File: src/sv/framed_message_ring_buffer_top_assert.svh
// Assertion macros used by the ring buffer controller.
`ifndef FRAMED_MESSAGE_RING_BUFFER_TOP_ASSERT_SVH
`define FRAMED_MESSAGE_RING_BUFFER_TOP_ASSERT_SVH

// Checks a property at every rising clock edge outside reset.
`define FMRB_ASSERT(name, clk, rst_n, prop, msg) \
  name: assert property (@(posedge clk) disable iff (!rst_n) (prop)) else $error(msg);

// Checks that the consequent holds whenever the antecedent holds.
`define FMRB_ASSERT_IMPL(name, clk, rst_n, ante, cons, msg) \
  name: assert property (@(posedge clk) disable iff (!rst_n) (ante) |-> (cons)) \
    else $error(msg);

`endif

File: src/sv/fmrb_pkg.sv
`default_nettype none
package fmrb_pkg;

  localparam int RING_BYTES   = 4096;
  localparam int LINE_BYTES   = 64;
  localparam int HEADER_BYTES = 4;

  localparam int PTR_W     = $clog2(RING_BYTES);
  localparam int USED_W    = PTR_W + 1;
  localparam int LINE_LSB  = $clog2(LINE_BYTES);
  localparam int LEN_W     = 12;
  localparam int LIMIT_W   = 13;
  localparam int CNT_W     = 13;
  localparam int PAD_W     = $clog2(HEADER_BYTES + (1 << LEN_W) + LINE_BYTES);
  localparam int HDR_IDX_W = (HEADER_BYTES > 1) ? $clog2(HEADER_BYTES) : 1;
  localparam int HDR_BITS  = HEADER_BYTES * 8;
  localparam int CMP_W     = ((LIMIT_W > PAD_W) ? LIMIT_W : PAD_W) + USED_W;

  localparam logic [LIMIT_W-1:0] LIMIT_RESET = LIMIT_W'(2048);

  typedef enum logic [1:0] {
    MODE_BEGIN   = 2'd0,
    MODE_PAYLOAD = 2'd1,
    MODE_FETCH   = 2'd2
  } mode_e;

  typedef enum logic [1:0] {
    STAT_OK      = 2'd0,
    STAT_REJECT  = 2'd1,
    STAT_EMPTY   = 2'd2,
    STAT_SEQ_ERR = 2'd3
  } status_e;

  typedef enum logic [2:0] {
    S_CLEAR,
    S_IDLE,
    S_EXEC,
    S_FETCH,
    S_HEADER
  } state_e;

  typedef struct packed {
    logic [1:0]       mode;
    logic [LEN_W-1:0] msg_len;
    logic [7:0]       payload_byte;
  } in_word_t;

  typedef struct packed {
    logic [1:0] status;
    logic [7:0] data_byte;
    logic       last;
  } out_word_t;

  typedef struct packed {
    logic    clr_wr;
    logic    latch;
    logic    begin_ok;
    logic    payload_wr;
    logic    fetch_rd;
    logic    fetch_clr;
    logic    hdr_wr;
    logic    res_valid;
    status_e res_status;
  } cmd_t;

  typedef struct packed {
    logic       clr_last;
    logic       hdr_last;
    logic       insert_open;
    logic       empty;
    logic       reject;
    logic [1:0] mode;
  } stat_t;

endpackage
`default_nettype wire

File: src/sv/fmrb_ctrl.sv
`default_nettype none
`include "framed_message_ring_buffer_top_assert.svh"
module fmrb_ctrl (
  input  wire logic           clk_i,
  input  wire logic           rst_ni,
  input  wire logic           start_i,
  input  wire fmrb_pkg::stat_t stat_i,
  output fmrb_pkg::cmd_t      cmd_o,
  output logic                busy_o
);

  fmrb_pkg::state_e state_q, state_d;

  always_ff @(posedge clk_i or negedge rst_ni) begin
    if (!rst_ni) begin
      state_q <= fmrb_pkg::S_CLEAR;
    end else begin
      state_q <= state_d;
    end
  end

  always_comb begin
    state_d = state_q;
    case (state_q)
      fmrb_pkg::S_CLEAR: begin
        if (stat_i.clr_last) begin
          state_d = fmrb_pkg::S_IDLE;
        end
      end
      fmrb_pkg::S_IDLE: begin
        if (start_i) begin
          state_d = fmrb_pkg::S_EXEC;
        end
      end
      fmrb_pkg::S_EXEC: begin
        state_d = fmrb_pkg::S_IDLE;
        case (stat_i.mode)
          fmrb_pkg::MODE_BEGIN: begin
            if (!stat_i.insert_open && !stat_i.reject) begin
              state_d = fmrb_pkg::S_HEADER;
            end
          end
          fmrb_pkg::MODE_FETCH: begin
            if (!stat_i.insert_open && !stat_i.empty) begin
              state_d = fmrb_pkg::S_FETCH;
            end
          end
          default: begin
            state_d = fmrb_pkg::S_IDLE;
          end
        endcase
      end
      fmrb_pkg::S_FETCH: begin
        state_d = fmrb_pkg::S_IDLE;
      end
      fmrb_pkg::S_HEADER: begin
        if (stat_i.hdr_last) begin
          state_d = fmrb_pkg::S_IDLE;
        end
      end
      default: begin
        state_d = fmrb_pkg::S_CLEAR;
      end
    endcase
  end

  always_comb begin
    cmd_o = '0;
    cmd_o.res_status = fmrb_pkg::STAT_OK;
    busy_o = (state_q != fmrb_pkg::S_IDLE);
    case (state_q)
      fmrb_pkg::S_CLEAR: begin
        cmd_o.clr_wr = 1'b1;
      end
      fmrb_pkg::S_IDLE: begin
        cmd_o.latch = start_i;
      end
      fmrb_pkg::S_EXEC: begin
        case (stat_i.mode)
          fmrb_pkg::MODE_BEGIN: begin
            cmd_o.res_valid = 1'b1;
            if (stat_i.insert_open) begin
              cmd_o.res_status = fmrb_pkg::STAT_SEQ_ERR;
            end else if (stat_i.reject) begin
              cmd_o.res_status = fmrb_pkg::STAT_REJECT;
            end else begin
              cmd_o.begin_ok = 1'b1;
            end
          end
          fmrb_pkg::MODE_PAYLOAD: begin
            cmd_o.res_valid = 1'b1;
            if (!stat_i.insert_open) begin
              cmd_o.res_status = fmrb_pkg::STAT_SEQ_ERR;
            end else begin
              cmd_o.payload_wr = 1'b1;
            end
          end
          fmrb_pkg::MODE_FETCH: begin
            if (stat_i.insert_open) begin
              cmd_o.res_valid  = 1'b1;
              cmd_o.res_status = fmrb_pkg::STAT_SEQ_ERR;
            end else if (stat_i.empty) begin
              cmd_o.res_valid  = 1'b1;
              cmd_o.res_status = fmrb_pkg::STAT_EMPTY;
            end else begin
              cmd_o.fetch_rd = 1'b1;
            end
          end
          default: begin
            cmd_o.res_valid  = 1'b1;
            cmd_o.res_status = fmrb_pkg::STAT_SEQ_ERR;
          end
        endcase
      end
      fmrb_pkg::S_FETCH: begin
        cmd_o.fetch_clr = 1'b1;
        cmd_o.res_valid = 1'b1;
      end
      fmrb_pkg::S_HEADER: begin
        cmd_o.hdr_wr = 1'b1;
      end
      default: begin
        cmd_o.clr_wr = 1'b0;
      end
    endcase
  end

  `FMRB_ASSERT_IMPL(a_fetch_after_exec, clk_i, rst_ni, state_q == fmrb_pkg::S_FETCH,
      $past(state_q) == fmrb_pkg::S_EXEC, "fetch clear without a preceding read")
  `FMRB_ASSERT(a_one_writer, clk_i, rst_ni,
      $onehot0({cmd_o.clr_wr, cmd_o.hdr_wr, cmd_o.payload_wr, cmd_o.fetch_clr}),
      "more than one ring write source active")
  `FMRB_ASSERT_IMPL(a_no_result_in_clear, clk_i, rst_ni, state_q == fmrb_pkg::S_CLEAR,
      !cmd_o.res_valid && !busy_o == 1'b0, "result issued during clearing pass")

endmodule
`default_nettype wire

File: config.mk
export PLATFORM = sky130hd
export DESIGN_NAME = fmrb_ctrl
export DESIGN_NICKNAME = d
export VERILOG_FILES = /design/src/sv/fmrb_pkg.sv /design/src/sv/fmrb_ctrl.sv
export VERILOG_INCLUDE_DIRS = /design/src /design/src/sv
export SDC_FILE = /design/constraint.sdc
export NUM_CORES = 1
export LEC_CHECK = 0
export ABC_AREA = 1
export BUFFER_PORTS_ARGS = -buffer_cell sky130_fd_sc_hd__buf_2
export CORE_AREA = 5 5 42 44
export DETAILED_ROUTE_END_ITERATION = 16
export DIE_AREA = 0 0 47 49
export PLACE_DENSITY_LB_ADDON = 0.15
export SETUP_SLACK_MARGIN = 0.5
export SLEW_MARGIN = 20
export SYNTH_ARGS = -nofsm -noshare
export SYNTH_HDL_FRONTEND = slang
export SYNTH_SLANG_ARGS = --single-unit
File: constraint.sdc
create_clock -name clk_i -period 2.2 [get_ports clk_i]
set_input_delay 0.11 -clock clk_i [delete_from_list [all_inputs] [get_ports clk_i]]
set_output_delay 0.11 -clock clk_i [all_outputs]
set_load 0.02 [all_outputs]
Yosys cells after proc, flatten, opt, wreduce, memory -nomap -nowiden
Index checks and enable logic that the tools add are counted.
Word-level totals
  output and inout bits: 11
  word-level logic and storage cells: 47
  input port bits: 10
  register bits after elaboration: 3
Operators by class
  equal/unequal tests: 10
  reductions and logical operators: 8
  muxes and demuxes: 28
Operators by type and width (number)
  3-bit two-way mux: 7
  3-bit case mux with 5 select lines: 1
  1-bit two-way mux: 13
  3-bit case mux with 3 select lines: 1
  2-bit two-way mux: 4
  3-bit by 2-bit == test with 1-bit output (second input constant): 2
  2-bit inequality test (second input constant): 3
  3-bit case mux with 2 select lines: 1
  3-bit by 1-bit == test with 1-bit output (second input constant): 1
  3-bit == test (second input constant): 1
  1-bit logical NOT: 3
  3-bit logical NOT: 1
  3-bit by 1-bit inequality test with 1-bit output (second input constant): 1
  3-bit AND reduction: 1
  2-bit by 1-bit == test with 1-bit output (second input constant): 1
  2-bit == test (second input constant): 1
  1-bit logical AND: 2
  2-bit logical NOT: 1
  1-bit case mux with 2 select lines: 1

Logic depth before layout (Yosys ltp)
Gate-level depths: netlist of run 1.
  depth after elaboration: 5
  gate-level depth with buffers: 7
  mapped depth without buffers: 7

Worst setup path after synthesis of run 1
OpenSTA, ideal clock, no wires.
  path kind: reg-to-output
  start: register state_q[2]
  end: output cmd_o[1] in the netlist's numbering
  setup slack: 991 ps
  data required time: 2090 ps
  arrival: 1099 ps
  stages on the path, launching flop included: 6
  path buffers: 0
  cells stage by stage: dfrtp_1 inv_2 nand2_2 nor2_4 inv_2 a21oi_1
RTL lines
  start: declaration: line fmrb_ctrl.sv:12  | fmrb_pkg::state_e state_q, state_d;
  start signal: assignment: line fmrb_ctrl.sv:16  | state_q <= fmrb_pkg::S_CLEAR;
  start signal: assignment: line fmrb_ctrl.sv:18  | state_q <= state_d;
  end: declaration: line fmrb_ctrl.sv:8  | output fmrb_pkg::cmd_t cmd_o,

==> results of run 1 <==
-- through the flow --
| stage | std cells | utilization | total power, mW |
|---|---|---|---|
| after floorplan | 55 | - | 0.334 |
| after global placement | 91 | 0.324 | 0.433 |
| after detailed placement | 91 | 0.324 | 0.428 |
| after CTS | 96 | 0.350 | 0.530 |
| after global routing | 96 | 0.350 | 0.578 |
| final | 96 | 0.350 | 0.520 |
-- area by class of cell --
class	count	area (um^2)
multi-input combinational	41	218
clock buffer	4	26.3
fill	166	911
timing repair buffer	21	110
inverter	11	41.3
sequential	3	75.1
tap	16	20.0
-- where the power goes --
part,total [mW],internal (mW),leakage [nW],switching [mW]
Combinational,0.319,0.111,0.238,0.209
Clock,0.0972,0.0680,0.0150,0.0292
Sequential,0.103,0.0733,0.0387,0.0299
-- cells by family after synthesis --
logic type	count (synthesis)	synth area share
AOI/OAI and AO/OA	7	0.105
DFF	3	0.225
and+or+nand+nor	34	0.547
buffers and inverters	11	0.124
-- cell usage in the layout (no fill, tap or decap), drive strengths merged --
cell,netlist,routed
buf,0,20
nor2,13,13
nand2,12,12
inv,10,10
a21oi,5,5
clkbuf,0,4
nand3,4,4
dfrtp,3,3
nor3,2,2
o21ai,2,2
or2,2,2
nand3b,1,1
clkinv,1,1
dlygate4sd3,0,1
-- worst paths after layout --
check | start | endpoint | slack, ns
worst min register to register | state_q[2] | state_q[2] | 0.64
max in group asynchronous | rst_ni | state_q[1] | 1.90
worst max register to register | state_q[0] | state_q[0] | 1.05
min in group asynchronous | rst_ni | state_q[2] | 0.19
worst max-delay path | state_q[2] | cmd_o[1] | 0.75
worst min-delay path | stat_i[5] | state_q[2] | 0.18
-- worst register-to-register path, cell delays in order (launching register included) --
cell and delay [ns]:
dfrtp_1 0.45, nor2_2 0.23, nand3_2 0.13, nand2_1 0.08
nor2_1 0.04, nand2_1 0.05, nand2_1 0.06
-- layer usage --
metal | GRT usage | vias up | routed length, um
li1 | - | 220 | -
met1 | 0.0947 | 165 | 361
met2 | 0.136 | 20 | 416
met3 | 0.0221 | 4 | 88
met4 | 0.0829 | 0 | 22
met5 | 0 | - | 0
-- what timing repair did --
| item | CTS | global route |
|---|---|---|
| endpoints found under the hold margin | 3 | 0 |
| setup endpoints to repair | 0 | 0 |
| hold buffers | 1 | 0 |
==> results by group, run 1 <==
Run status
  – Status: finished clean

Die
  – Die area: 0.00230 mm^2
  – Io pins: 21
  – CORE AREA: 0.00140 mm^2
  – Starting Density: 0.238
  – Die X: roughly 47 um
  – Row count: 14
  – Die Y: 49 um

Clock network
  – Worst-path clk slew: roughly 0.04 ns
  – Clk_lat worst skew: between 0.2 and 0.25 ns
  – Setup bufs post-CTS: 0
  – Maximum root-to-sink buffer count: 2
  – H-tree Lvls: 1
  – Root buf cell: clkbuf_4
  – CTS tree: done
  – CTS resizes: 0
  – Num Clock Sinks: 3
  – CTS buffer count: 3

Synthesis
  – Syn_nets: 65
  – Post-synth EDFFs: 0
  – Leading area contributor after synthesis: dfrtp_1
  – Main synth FF type: dfrtp_1
  – Instance count of the mapped netlist: 55
  – Top cells by count, synth: 11 x nor2_1, 10 x nand2_1, 7 x inv_1
  – Flops & latches, synth: 3
  – Unique masters post-synth: 17
  – Register area share after synthesis: 0.225
  – Ys async rst share: 1.00
  – Mapped Area: approximately 330 um^2
  – Synth top area share: 0.225
  – Post-Syn Area per Cell: 6.07 um^2
  – Synthesis Warnings: 0
  – Most common cell in the netlist: nor2_1
  – Top cells by area, synth: dfrtp_1 22%, nor2_1 12%, nand2_1 11%

STA
  – Final Cycle Share: 0.660
  – Setup violations, final: 0
  – Max-slew violation count: 0
  – Unrepaired setup endpoints after global routing: no
  – Post-route minimum period: between 1 and 1.5 ns
  – Sum Neg Setup Slack: 0 ns
  – Highest clock rate: roughly 700 MHz
  – Final setup skew: roughly 0.0031 ns
  – Tightest Pin Transition: around 0.25 ns
  – Final Hold Vio Count: 0
  – Slack of the critical path: about 0.75 ns
  – Final hold slack: 0.184 ns
  – Slew HR: 0.836

Placement
  – Post-Place Cell Area: about 450 um^2
  – GP Congestion: 0.787
  – Number of buffers added on ports: 20
  – Placement Setup Slack: 0.992 ns
  – Final HPWL DP: approximately 750 um

Drt
  – Detail Route Antenna Nets: 0
  – 1st-iter DRT viols: 4
  – DRT Wirelength: ~900 um
  – Drt drc: 0
  – Drt pass-1 iters: 3
  – Wire length per cell: slightly above 9 um
  – Via count: around 410
  – Via density: approximately 4.3

Flow run
  – Max Cap Viol: 0

Min path
  – Hold crit path type: in2reg
  – Min-Delay Path Depth: 4

Critical path
  – Worst Path Max Fanout: 5
  – Slowest CP cell: dfrtp_1
  – Critical path depth: 6
  – Slowest stage delay, CP: 0.41 ns
  – Worst-case reg-to-reg path depth: 6
  – Worst path bufs/invs: 3
  – CP cell instances: inv_2 -> nand2_2 -> nor2_4 -> inv_2 -> a21oi_1 -> buf_2
  – Critical path data required time: 2.09 ns
  – CP endpoint kind: output port
  – Type of origin of the critical path: flop
  – CP top delay family: flip-flops
  – CP Class: reg2out
  – Top cell by count, worst path: inv_2
  – Worst EP arrival: between 1 and 1.5 ns

Finish
  – Biggest regs: state_q x3
  – Area grow syn2layout: 46.8%
  – Final instance area: just under 500 um^2
  – # diodes: 0
  – Share of layout cells above drive strength 1: 0.450
  – Max FFs per register: 3
  – Final nets: between 90 and 100
  – Largest register by flop count: state_q

GRT
  – Initial antenna violation count: 0
  – Congestion Overflow GR: 0
  – Overall Global Routing Usage: 0.0895
  – Pin count of the biggest net entering global routing: 6
  – Vias in the first global route: roughly 420
  – Global-route wire length before repair: 1.46 mm

Pwr
  – Max VDD drop: 304 uV
  – Pwr per Cell Area: about 1100 mW/mm^2
  – Leak: 0.292 nW
No activity file was read; power rests on OpenSTA's default activity.
==> run 2: changes to the inputs <==
==> constraint.sdc (replaced) <==
create_clock -name clk_i -period 1.33 [get_ports clk_i]
set_input_delay 0.0665 -clock clk_i [delete_from_list [all_inputs] [get_ports clk_i]]
set_output_delay 0.0665 -clock clk_i [all_outputs]
set_load 0.02 [all_outputs]
==> run 2 against run 1 <==
  * Clock-buffer cell count stayed put
  * Register-to-register slack worse by 0.92 ns
  * Die area stayed put
  * Sequential cell count stayed put
  * Clock skew up 0.0027 ns
  * Clock power grew 67%
  * Critical endpoint is now cmd_o[6]
  * Core utilization up 15 points
  * Critical path depth is the same
  * First-iteration DRC count shrank 75%
==> results by group, run 2 (synthesized netlist as in run 1, its figures left out) <==
STA
  – Final Hold Vio Count: 0
  – Slew HR: 0.869
  – Unrepaired setup endpoints after global routing: yes
  – Slack of the critical path: about 0.04 ns
  – Final setup skew: 0.00582 ns
  – Post-route minimum period: 1.29 ns
  – Final hold slack: roughly 0.15 ns
  – Setup violations, final: 0
  – Final Cycle Share: 0.970
  – Tightest Pin Transition: just under 0.2 ns
  – Sum Neg Setup Slack: 0 ns
  – Max-slew violation count: 0
  – Highest clock rate: 775 MHz

Finish
  – Final nets: 98
  – Fillers: 160
  – Non-filler instance count after layout: between 100 and 150
  – Max FFs per register: 3
  – FF/Latch Area: between 70 and 80 um^2
  – # diodes: 0
  – Most frequent cells in the layout: 10 x buf_6, 9 x buf_2, 8 x nand2_1, 8 x buf_4
  – Share of layout cells above drive strength 1: 0.644
  – Largest register by flop count: state_q
  – Final instance area: around 700 um^2
  – Area grow syn2layout: 110%
  – Commonest non-fill, non-tap cell in the layout: buf_6
  – Biggest regs: state_q x3
  – Area of the multi-input gates: slightly above 300 um^2

Pwr
  – Max VDD drop: between 600 and 700 uV
  – Leak: between 0.3 and 0.4 nW
  – Pwr per Cell Area: 1770 mW/mm^2

Clock network
  – Maximum root-to-sink buffer count: 2
  – CTS tree: done
  – H-tree Lvls: 1
  – Num Clock Sinks: 3
  – Root buf cell: clkbuf_4
  – CTS buffer count: 3
  – Clk_lat worst skew: about 0.24 ns
  – Worst-path clk slew: around 0.04 ns

Drt
  – Via count: 459
  – Drt pass-1 iters: 5
  – DRT Wirelength: 1.00 mm
  – 1st-iter DRT viols: 1
  – Detail Route Antenna Nets: 0
  – Drt drc: 0
  – Wire length per cell: about 9.7 um
  – Via density: 4.46

Die
  – Starting Density: 0.238
  – Io pins: 21
  – Row count: 14
  – CORE AREA: 0.00140 mm^2
  – Die X: 47 um
  – Die Y: 49 um
  – Die area: between 0.002 and 0.0025 mm^2

Min path
  – Hold crit path type: in2async

Placement
  – Placed cell count: around 90
  – Final HPWL DP: slightly above 800 um
  – Post-Place Cell Area: ~500 um^2
  – Number of buffers added on ports: 20
  – GP Congestion: 0.738
  – Placement Setup Slack: between 0.09 and 0.1 ns

Critical path
  – CP endpoint kind: output port
  – Slowest stage delay, CP: approximately 0.38 ns
  – Worst EP arrival: between 1 and 1.5 ns
  – Slowest CP cell: dfrtp_1
  – Type of origin of the critical path: flop
  – CP Class: reg2out
  – CP cell instances: inv_2 -> nand2_4 -> nor2_4 -> inv_4 -> nor3_4 -> buf_6
  – Worst Path Max Fanout: 5
  – Critical path data required time: around 1.3 ns

Run status
  – Status: finished clean

GRT
  – Pin count of the biggest net entering global routing: 6
  – Vias in the first global route: approximately 460
  – Overall Global Routing Usage: 0.110
  – Congestion Overflow GR: 0
  – Global-route wire length before repair: roughly 1.8 mm
  – Initial antenna violation count: 0

Flow run
  – Max Cap Viol: 0
run 2: changes by cell type in the layout (fill, tap and decap cells not counted), moves of 3 or more:
cell and change:
buf_4 +8, buf_2 -11, nor2_1 -5, buf_6 +10, nor2_2 +3
run 2: path summary, 6_finish.rpt:
check / startpoint / end / slack [ns] / cells after the start
setup / recovery: state_q[2] / cmd_o[6] / 0.04 / 6
hold / removal: rst_ni / state_q[2] / 0.15 / 2
setup reg to reg: state_q[1] / state_q[0] / 0.13 / 8
hold reg to reg: state_q[2] / state_q[2] / 0.70 / 3
max in group asynchronous: rst_ni / state_q[1] / 1.06 / 2
min in group clk_i: stat_i[5] / state_q[2] / 0.17 / 4
run 2: cell type report:
cell class / instances / area share
inverter: 11 / 0.0624
multi-input combinational: 41 / 0.437
timing repair buffer: 28 / 0.324
sequential: 3 / 0.111
clock buffer: 4 / 0.0374
tap: 16 / 0.0285
run 2: what timing repair did:
| action | 4_1_cts | 5_1_grt |
|---|---|---|
| resized for setup | 26 | 8 |
| hold buffers | 1 | 0 |
| gates cloned | 0 | 0 |
| setup buffers | 7 | 0 |
| setup endpoints to repair | 14 | 14 |
| endpoints found under the hold margin | 3 | 0 |
| pin swaps | 4 | 3 |
run 2: per-stage QoR:
stage | utilization | total power, mW
after floorplan | - | 0.618
after global placement | 0.360 | 0.777
after detailed placement | 0.360 | 0.778
after CTS | 0.483 | 1.21
after global routing | 0.501 | 1.34
final | 0.501 | 1.24
run 2: power by group:
group	switching (mW)	total [mW]	leakage (nW)	internal [mW]
sequential	0.0553	0.182	0.0363	0.127
clock	0.0492	0.162	0.0150	0.112
combinational	0.474	0.897	0.307	0.423
total	0.578	1.24	0.358	0.663
run 2: layer usage:
metal | GRT usage | up-vias | wire (um)
met4 | 0.0829 | 0 | 31
met2 | 0.188 | 19 | 541
met1 | 0.101 | 199 | 346
li1 | - | 236 | -
met3 | 0.0332 | 5 | 84
met5 | 0 | - | 0
run 2: critical path, delay by kind of cell, from the launching register on:
kind | cells | cell delay (ns)
simple gates | 3 | 0.32
flops | 1 | 0.38
buf+inv | 3 | 0.30
==> run 3: changes to the inputs <==
==> constraint.sdc (replaced) <==
create_clock -name clk_i -period 1.33 [get_ports clk_i]
set_input_delay 0.0665 -clock clk_i [delete_from_list [all_inputs] [get_ports clk_i]]
set_output_delay 0.0665 -clock clk_i [all_outputs]
set_load 0.05 [all_outputs]
==> run 3 against run 2 <==
  * The flow now finishes with violations (setup timing)
  * Die area unchanged
  * Via count down 1.3%
  * Clock-buffer cell count stayed put
  * Worst setup slack worse by 0.070 ns
  * Maximum frequency is 5.1% lower
  * Non-clock buffer count up 4
  * Combinational power is 39% higher
  * Final cell count rose by 3.9%
  * Clock power barely moved
  * Highest routed layer is now met3
==> results by group, run 3 (synthesized netlist as in run 1, its figures left out) <==
STA
  – Slew HR: 0.827
  – Final Hold Vio Count: 0
  – Final setup skew: approximately 0.003 ns
  – Unrepaired setup endpoints after global routing: yes
  – Tightest Pin Transition: 0.258 ns
  – Final hold slack: 0.150 ns
  – Highest clock rate: 735 MHz
  – Max-slew violation count: 0
  – Setup violations, final: 4
  – Slack of the critical path: -0.0299 ns
  – Final Cycle Share: 1.02
  – Sum Neg Setup Slack: -0.0908 ns
  – Post-route minimum period: about 1.4 ns

Run status
  – Status: finished with violations
  – Failing checks: setup timing

Clock network
  – Num Clock Sinks: 3
  – Worst-path clk slew: around 0.040 ns
  – H-tree Lvls: 1
  – Maximum root-to-sink buffer count: 2
  – CTS tree: done
  – CTS buffer count: 3
  – Clk_lat worst skew: about 0.23 ns
  – Root buf cell: clkbuf_4

Critical path
  – R2r endpoint: state_q[0]
  – Reg2reg setup slack: about 0.11 ns
  – CP Class: reg2out
  – Critical R2R Launch: state_q[0]
  – Type of origin of the critical path: flop
  – CP endpoint kind: output port
  – Top cell by count, worst path: buf_4
  – Critical path data required time: between 1 and 1.5 ns
  – Worst Path Max Fanout: 2
  – Slowest stage delay, CP: 0.39 ns
  – Worst-case reg-to-reg path depth: 8
  – Worst Setup SP: state_q[2]
  – CP cell instances: inv_2 -> nand2_4 -> buf_4 -> buf_4 -> a21oi_4 -> buf_6
  – Worst EP arrival: approximately 1.3 ns
  – Slowest CP cell: dfrtp_1
  – Crit path to: cmd_o[2]

Die
  – Io pins: 21
  – CORE AREA: about 0.0014 mm^2
  – Row count: 14
  – Die area: roughly 0.0023 mm^2
  – Die X: ~47 um
  – Starting Density: 0.238
  – Die Y: between 40 and 50 um

Pwr
  – Final Power: around 1.6 mW
  – Leak: 0.387 nW
  – Pwr per Cell Area: 2020 mW/mm^2
  – Max VDD drop: roughly 1400 uV

Finish
  – Fillers: about 140
  – Area of the multi-input gates: ~330 um^2
  – # diodes: 0
  – Most frequent cells in the layout: 11 x buf_6, 9 x nand2_1, 9 x buf_2
  – Final nets: around 100
  – Commonest non-fill, non-tap cell in the layout: buf_6
  – Share of layout cells above drive strength 1: 0.648
  – FF/Latch Area: around 76 um^2
  – Final core occ: 0.563
  – Biggest regs: state_q x3
  – Area grow syn2layout: 136%
  – Largest register by flop count: state_q
  – Max FFs per register: 3

Placement
  – Number of buffers added on ports: 20
  – Placement Setup Slack: approximately 0.13 ns
  – Final HPWL DP: just over 800 um
  – GP Congestion: 0.676

GRT
  – GRT busiest layer: met2
  – Met2 Usage GRT: 0.167
  – Initial antenna violation count: 0
  – Vias in the first global route: 468
  – Met3 Use GR: 0.0480
  – Global-route wire length before repair: ~1.8 mm
  – Congestion Overflow GR: 0
  – Met1 GRT Util: 0.125
  – Pin count of the biggest net entering global routing: 6
  – Overall Global Routing Usage: 0.108

Drt
  – DRT Wirelength: 1.08 mm
  – Via density: roughly 4.2
  – 1st-iter DRT viols: 6
  – Detail Route Antenna Nets: 0
  – Drt drc: 0
  – Via count: ~450
  – Wire length per cell: 10.1 um
  – Drt pass-1 iters: 2

Flow run
  – Max Cap Viol: 0

Min path
  – Hold crit path type: in2async
## run 3: metrics by stage
step / instance area [um^2] / std cells
4_1_cts: 704 / 102
5_1_grt: 788 / 107
6_report: 788 / 107
3_5_place_dp: 534 / 93
2_1_floorplan: 399 / 55
3_3_place_gp: 534 / 93
## run 3: repair_timing
action,in CTS,in global routing
gates resized for setup,32,7
hold endpoints to repair,3,0
setup buffers,4,5
setup endpoints to repair,14,14
pin swaps,2,3
hold buffers,1,0
## run 3: worst min path at each step
stage,from,endpoint
after floorplan,rst_ni,state_q[0]
after global placement,rst_ni,state_q[0]
after detailed placement,rst_ni,state_q[0]
after CTS,rst_ni,state_q[0]
after global routing,stat_i[5],state_q[2]
final,rst_ni,state_q[0]
## run 3: layer usage
layer / part of all wire / vias to the layer above
met5: 0 / -
met4: 0 / 0
met3: 0.092 / 0
met2: 0.52 / 23
met1: 0.39 / 187
li1: - / 243
## run 3: final cells by class
type	count	share of cell area
clock buffer	4	0.0333
inverter	11	0.0556
multi-input combinational	41	0.413
sequential	3	0.0968
tap	16	0.0254
timing repair buffer	32	0.376
## run 3: critical path, delay by kind of cell (launching register included)
family | cells | cell delay (ns)
AO/OA/AOI/OAI | 1 | 0.11
buffers and inverters | 4 | 0.51
flip-flops | 1 | 0.39
AND/OR/NAND/NOR | 1 | 0.06
## run 3: where the power goes
group          switching (mW)  leakage [nW]  internal (mW)
Sequential             0.0508        0.0377          0.125
Combinational           0.718         0.334          0.533
Clock                  0.0499        0.0150          0.113
Total                   0.819         0.387          0.770
